$ cat config.mk
export PLATFORM = sky130hd
export DESIGN_NAME = ezt_cordic_cell
export DESIGN_NICKNAME = d
export VERILOG_FILES = /design/src/rtl/core/assert_macros.svh /design/src/rtl/core/ezt_pkg.sv /design/src/rtl/core/ezt_cordic_cell.sv
export SDC_FILE = /design/constraint.sdc
export NUM_CORES = 1
export LEC_CHECK = 0
export BUFFER_PORTS_ARGS = -buffer_cell sky130_fd_sc_hd__buf_2
export CAP_MARGIN = 15
export CORE_MARGIN = 2
export CORE_UTILIZATION = 40
export CTS_BUF_LIST = sky130_fd_sc_hd__clkbuf_4 sky130_fd_sc_hd__clkbuf_8 sky130_fd_sc_hd__clkbuf_16
export CTS_CLUSTER_SIZE = 25
export DETAILED_ROUTE_END_ITERATION = 8
export GPL_TIMING_DRIVEN = 0
export PLACE_DENSITY = 0.64
export SKIP_CTS_REPAIR_TIMING = 1
export SLEW_MARGIN = 5
export SYNTH_ARGS = -nofsm -noshare
export SYNTH_HDL_FRONTEND = slang
export SYNTH_SLANG_ARGS = --single-unit
$ cat constraint.sdc
create_clock -name i_clk -period 8.8 [get_ports i_clk]
set_input_delay 0.88 -clock i_clk [delete_from_list [all_inputs] [get_ports i_clk]]
set_output_delay 0.88 -clock i_clk [all_outputs]
set_load 0.01 [all_outputs]
$ cat src/rtl/core/assert_macros.svh
// assertion macros shared by the rtl
// no dependencies; bodies are empty when SYNTHESIS is defined
`ifndef ASSERT_MACROS_SVH
`define ASSERT_MACROS_SVH
`ifndef SYNTHESIS
`define EZT_ASSERT_SAME(label, clk, rst_n, cond, prop) \
    label: assert property (@(posedge clk) disable iff (!rst_n) (cond) |-> (prop)) \
        else $error("assertion failed");
`define EZT_ASSERT_NEXT(label, clk, rst_n, cond, prop) \
    label: assert property (@(posedge clk) disable iff (!rst_n) (cond) |=> (prop)) \
        else $error("assertion failed");
`else
`define EZT_ASSERT_SAME(label, clk, rst_n, cond, prop)
`define EZT_ASSERT_NEXT(label, clk, rst_n, cond, prop)
`endif
`endif

$ cat src/rtl/core/ezt_pkg.sv
// shared types, constants and rounding helpers for the pose to transform block
// no dependencies
`default_nettype none
package ezt_pkg;

    localparam int CORDIC_STEPS  = 16;
    localparam int ATAN_ENTRIES  = 24;
    localparam int NUM_STEPS     = (CORDIC_STEPS > ATAN_ENTRIES) ? ATAN_ENTRIES : CORDIC_STEPS;
    localparam int STEP_W        = 5;
    localparam int CW            = 34;
    localparam int ANGLE_W       = 16;
    localparam int SHIFT_W       = 32;
    localparam int ENTRY_W       = 16;
    localparam int TRIG_W        = 22;
    localparam int PREP_STAGES   = 4;
    localparam int MAT_STAGES    = 5;
    localparam int LATENCY       = PREP_STAGES + NUM_STEPS + MAT_STAGES;

    localparam int TURN_UNITS    = 46080;
    localparam int HALF_UNITS    = 23040;
    localparam int QUARTER_UNITS = 11520;
    localparam logic [CW-1:0] CORDIC_GAIN = CW'(652032874);
    localparam logic [10:0] RECIP45_Q16 = 11'd1456;
    localparam logic [26:0] RECIP45_Q32 = 27'd95443718;
    localparam logic [5:0] DIV_CONST = 6'd45;
    localparam logic [CW-1:0] ONE_Q20 = CW'(1048576);

    typedef struct packed {
        logic signed [CW-1:0] x;
        logic signed [CW-1:0] y;
        logic signed [CW-1:0] z;
        logic                 neg;
    } t_rot;

    function automatic logic signed [CW-1:0] atan_bin(input logic [STEP_W-1:0] idx);
        logic [31:0] v;
        case (idx)
            5'd0:  v = 32'h20000000;
            5'd1:  v = 32'h12E4051E;
            5'd2:  v = 32'h09FB385B;
            5'd3:  v = 32'h051111D4;
            5'd4:  v = 32'h028B0D43;
            5'd5:  v = 32'h0145D7E1;
            5'd6:  v = 32'h00A2F61E;
            5'd7:  v = 32'h00517C55;
            5'd8:  v = 32'h0028BE53;
            5'd9:  v = 32'h00145F2F;
            5'd10: v = 32'h000A2F98;
            5'd11: v = 32'h000517CC;
            5'd12: v = 32'h00028BE6;
            5'd13: v = 32'h000145F3;
            5'd14: v = 32'h0000A2FA;
            5'd15: v = 32'h0000517D;
            5'd16: v = 32'h000028BE;
            5'd17: v = 32'h0000145F;
            5'd18: v = 32'h00000A30;
            5'd19: v = 32'h00000518;
            5'd20: v = 32'h0000028C;
            5'd21: v = 32'h00000146;
            5'd22: v = 32'h000000A3;
            5'd23: v = 32'h00000051;
            default: v = 32'h0;
        endcase
        return $signed(CW'(v));
    endfunction

    // q2.30 to q1.20, nearest with ties away from zero, clamped to +-1, optional negate
    function automatic logic signed [TRIG_W-1:0] round_q20(input logic signed [CW-1:0] v,
                                                           input logic neg);
        logic [CW-1:0]            mag;
        logic [CW-1:0]            r;
        logic signed [TRIG_W-1:0] res;
        logic                     s;
        mag = v[CW-1] ? CW'(-v) : CW'(v);
        r   = (mag + CW'(512)) >> 10;
        if (r > ONE_Q20) begin
            r = ONE_Q20;
        end
        s   = v[CW-1] ^ neg;
        res = $signed(TRIG_W'(r));
        return s ? -res : res;
    endfunction

    // q60 to q1.14, nearest with ties away from zero, saturated to +-1
    function automatic logic signed [ENTRY_W-1:0] round_q14(input logic signed [63:0] v);
        logic [63:0]               mag;
        logic [63:0]               r;
        logic signed [ENTRY_W-1:0] res;
        mag = v[63] ? 64'(-v) : 64'(v);
        r   = (mag + 64'h0000_2000_0000_0000) >> 46;
        if (r > 64'd16384) begin
            r = 64'd16384;
        end
        res = $signed(ENTRY_W'(r));
        return v[63] ? -res : res;
    endfunction

endpackage
`default_nettype wire

$ cat src/rtl/core/ezt_cordic_cell.sv
// one cordic rotation step, registered
// depends on ezt_pkg
`default_nettype none
module ezt_cordic_cell (
    input  wire logic                              i_clk,
    input  wire logic                              i_en,
    input  wire logic [ezt_pkg::STEP_W-1:0]        i_step,
    input  ezt_pkg::t_rot                          i_rot,
    output ezt_pkg::t_rot                          o_rot
);
    import ezt_pkg::*;

    logic signed [CW-1:0] x, y, z, dx, dy, ang;
    t_rot                 n_rot, r_rot;

    always_comb begin
        x   = i_rot.x;
        y   = i_rot.y;
        z   = i_rot.z;
        dx  = y >>> i_step;
        dy  = x >>> i_step;
        ang = atan_bin(i_step);
        n_rot.neg = i_rot.neg;
        if (!z[CW-1]) begin
            n_rot.x = x - dx;
            n_rot.y = y + dy;
            n_rot.z = z - ang;
        end else begin
            n_rot.x = x + dx;
            n_rot.y = y - dy;
            n_rot.z = z + ang;
        end
    end

    always_ff @(posedge i_clk) begin
        if (i_en) begin
            r_rot <= n_rot;
        end
    end

    assign o_rot = r_rot;

endmodule
`default_nettype wire

# == After elaboration in Yosys (flattened, before gate mapping) ==
# Memories as Yosys holds them, arrays and structs flattened.
# Index checks and enable logic that the tools add are counted.
# word_totals
regBits,103
mem_bits_ro,960
output_inout_bits,103
wordCells,14
mem_count,1
# memory_table
name,depth,word_bits,rd,rd_clocked_by_memory_dff,wr,line_no,text
(no name shown),32,30,1,0,0,ezt_pkg.sv:37,case (idx)
# op_classes
add_sub_neg,6
n_shift,2
mux,1
# ops
cell,n
102-bit 2-to-1 mux,1
34-bit adder,2
34-bit by 5-bit >>> shifter with 34-bit output,2
34-bit subtractor,2
34-bit by 33-bit adder with 34-bit output,1
34-bit by 33-bit subtractor with 34-bit output,1

# == Depth between registers and ports, before layout ==
# logic_depth
ltp_word,3
mapped_depth,27

# == Least setup slack after synthesis ==
# OpenSTA, ideal clock, no wires.
# synth_path
path_kind,input to register
from,in i_step[4] in the netlist's numbering
to,reg r_rot (netlist bit o_rot[34]) (data pin)
setup_time_ps,263
arrival_ps,6369
t_required_ps,8537
setup_slack_ps,2168
path_stages,26
cell_sequence,clkbuf_1 -> clkbuf_1 -> clkbuf_1 -> clkbuf_1 -> buf_2 -> clkbuf_1 -> clkbuf_1 -> buf_1 -> nor2_1 -> a21oi_1 -> ha_1 -> and2_1 -> nand4b_1 -> nor2_1 -> nor2_1 -> xor2_1 -> ha_1 -> a2111o_1 -> a31oi_1 -> o21bai_1 -> a211oi_1 -> a31oi_1 -> a2111oi_0 -> o21bai_1 -> a21oi_1 -> xor2_1
# synth_rtl
element,line_no,text
"start, declared",ezt_cordic_cell.sv:7,"input wire logic [ezt_pkg::STEP_W-1:0] i_step,"
"end signal, assigned",ezt_cordic_cell.sv:37,r_rot <= n_rot;
"end, declared",ezt_cordic_cell.sv:14,"t_rot n_rot, r_rot;"

==> impl_metrics.tcl <==
set metrics [dict create \
    outcome "complete, no violations" \
    dp.cells 2508 \
    synthXorXnorAreaFrac 0.0959 \
    whs_ns 0.668 \
    crit_type "primary input to flop" \
    cp_slowest_cell "a221oi_1" \
    switchingPower_w 0.00130 \
    via_per_inst 6.71 \
    grt_pass1_wl_mm 111 \
    worst_slack_ns 0.262 \
    synth.area.top_cells "edfxtp_1, mux4_2, ha_1" \
    comb_power_share 0.593 \
    avgSynthCellArea_um2 8.88 \
    die-area_um2 41100 \
    yosys.area.top_type_share 0.196 \
    p_per_area_nw_per_um2 165 \
    cts_sinks 103 \
    max_slew_margin 0.170 \
    netlist_area_um2 15800 \
    cp.arrival_ns 8.69 \
    min-delay-path-class "primary input to flop" \
    clock_power_share 0.146 \
    synth_most_common_cell "a21oi_1" \
    path_clk_slew_ns 0.08 \
    clock_path_buffers 2 \
    slew_violations 0 \
    htree_num_levels 3 \
    p_leak_nw 7.16 \
    synth_top_family_by_area "compound AO/OA/AOI/OAI gates" \
    drt-wirelength-per-cell_um 30.6 \
    required_ns 8.95 \
    critPathCaptureType "flop" \
    synth-compound-area-share 0.244 \
    startpoint_type "primary input" \
    yosysWarnings 0 \
    final_antenna_net_count 0 \
    vdd_drop_max_mv 0.105 \
    antenna_found_initial 4 \
    syn-instance-count 1778 \
    yosys.area_share.simple 0.152 \
    synth_commonest_cells "a21oi_1, nor2_1, nand2_1" \
    synthArstFlopShare 0 \
    ios 213 \
    tightest_slew_ns 1.24 \
    switching_share 0.443 \
    p_int_w 0.00164 \
    rsz0062_at_grt "false" \
    largest_reg_flops 103 \
    maxCapViolations 0 \
    path_cells "buf_2 > buf_2 > buf_2 > buf_1 > nor2_1 > clkbuf_1 > a221oi_1 > and2_1 > nand4b_1 > nor2_1 > nor2_1 > xor2_1 > ha_1 > a2111o_1 > a31oi_1 > o21bai_1 > a211oi_1 > a31oi_1 > a2111oi_1 > o21bai_1 > a21oi_1 > xor2_1" \
    postPlaceCellArea_um2 17500 \
    pre_cts_ws_ns -1.13 \
    synth_cell_types 94 \
    worst-path-max-fanout 10 \
    p_seq_frac 0.261 \
    drive_gt1_frac 0.214 \
    vias 16900 \
    die_x_um 203 \
    antennaDiodeCount 0 \
    die-height_um 203 \
    fillers 3837 \
    nNetsFinal 2224 \
    holdPathStages 1 \
    rows 72 \
    synth_edf_count 103 \
    setup_viol_count_final 0 \
    cts_tree "yes" \
    fin_crit_sh 0.970 \
    critPathTopFamily "compound AO/OA/AOI/OAI gates" \
    core-area_um2 38800 \
    area_growth_syn_to_layout_pct 13.0 \
    overflow 0 \
    period_needed_ns 8.54 \
    drc 0 \
    port_buffers 210 \
    clk_root_buffer_cell "clkbuf_16" \
    muxShareOfSynthArea 0.176 \
    grt_max_degree 56 \
    instances_no_fill 2523 \
    drt_first_pass_iters 6 \
    hold_path_end "o_rot[0]" \
    slowest_delay_ns 1.00 \
    final_util 0.460 \
    grt_pass1_vias 16200 \
    seq_area_frac_synth 0.196 \
    wl_mm 77.2 \
    start_util 0.407 \
    ys_seq_elements 103 \
    hold_start "i_rot[0]" \
    fin_area_um2 17800 \
    critical_path_buf_inv_count 5 \
    cts_buffers 9 \
    hold_viol 0 \
    fmax_mhz 117 \
    yosys.area_share.adder 0.0909 \
    post-synth-top-area-cell "edfxtp_1" \
    drtIter0Drc 1995 \
    yosys_most_used_dff "edfxtp_1" \
    routabilityCongestion 1.03 \
    hpwl_mm 61.8 \
    syn_nets 2001 \
    gr-usage-all-layers 0.372 \
]
==> per-layer routing <==
layer,vias up,GRT usage,wire length (µm)
met5,-,0,0
met4,0,0.170,3710
met1,8186,0.510,32100
met3,221,0.117,9760
li1,7306,-,-
met2,1227,0.531,31700
==> cells in the final DEF (no fill, tap or decap), drive strengths merged, types with 21 or more instances in the layout <==
cell type,n
buf,262
a21oi,165
nor2,147
nand2,117
ha,110
xnor2,108
edfxtp,103
o21ai,96
mux4,77
xor2,65
clkbuf,65
inv,55
mux2i,53
mux2,45
nor3,40
a21o,37
nor2b,27
a31oi,25
a211oi,22
nand2b,21
nand3,21
==> cell type report <==
cell class              count  area, µm²  area share
plain buffers             103        504      0.0283
inverters                  55        206      0.0116
well taps                 518        648      0.0363
multi-input cells        1515      12000       0.673
clock inverters             5       57.6     0.00323
repair buffers            214       1100      0.0617
clock buffers              10        233      0.0130
flip-flops and latches    103       3090       0.173
==> per-stage QoR <==
step / TNS, ns / total power, W
2_1_floorplan: 0 / 0.00191
3_3_place_gp: -7.09 / 0.00246
3_5_place_dp: -6.55 / 0.00247
4_1_cts: -2.78 / 0.00292
5_1_grt: 0 / 0.00311
6_report: 0 / 0.00294
==> power groups by stage <==
stage,combinational [W],clock (W),sequential [W]
final,0.00174,0.000429,0.000767
after global routing,0.00187,0.000459,0.000780
after CTS,0.00170,0.000447,0.000769
after detailed placement,0.00169,0,0.000779
after global placement,0.00168,0,0.000776
after floorplan,0.00105,0,0.000857
==> cell families (layout without fill, tap and decap cells) <==
family                   count (synthesis)  after routing
AO/OA/AOI/OAI                          570            570
AND/OR/NAND/NOR                        484            484
flip-flops                             103            103
adder cells (fa/ha/maj)                113            113
multiplexers                           175            175
buffers and inverters                  160            387
XOR/XNOR                               173            173
==> worst max-delay path by stage <==
stage / startpoint / end / slack [ns] / cells after the start
2_1_floorplan: i_step[4] / o_rot[34] / 2.17 / 26
3_3_place_gp: i_step[4] / o_rot[34] / -1.12 / 26
3_5_place_dp: i_step[4] / o_rot[34] / -1.13 / 26
4_1_cts: i_step[4] / o_rot[34] / -0.72 / 26
5_1_grt: i_step[4] / o_rot[34] / 0.02 / 25
6_report: i_step[3] / o_rot[34] / 0.26 / 22
(Power assumes the default switching activity.)
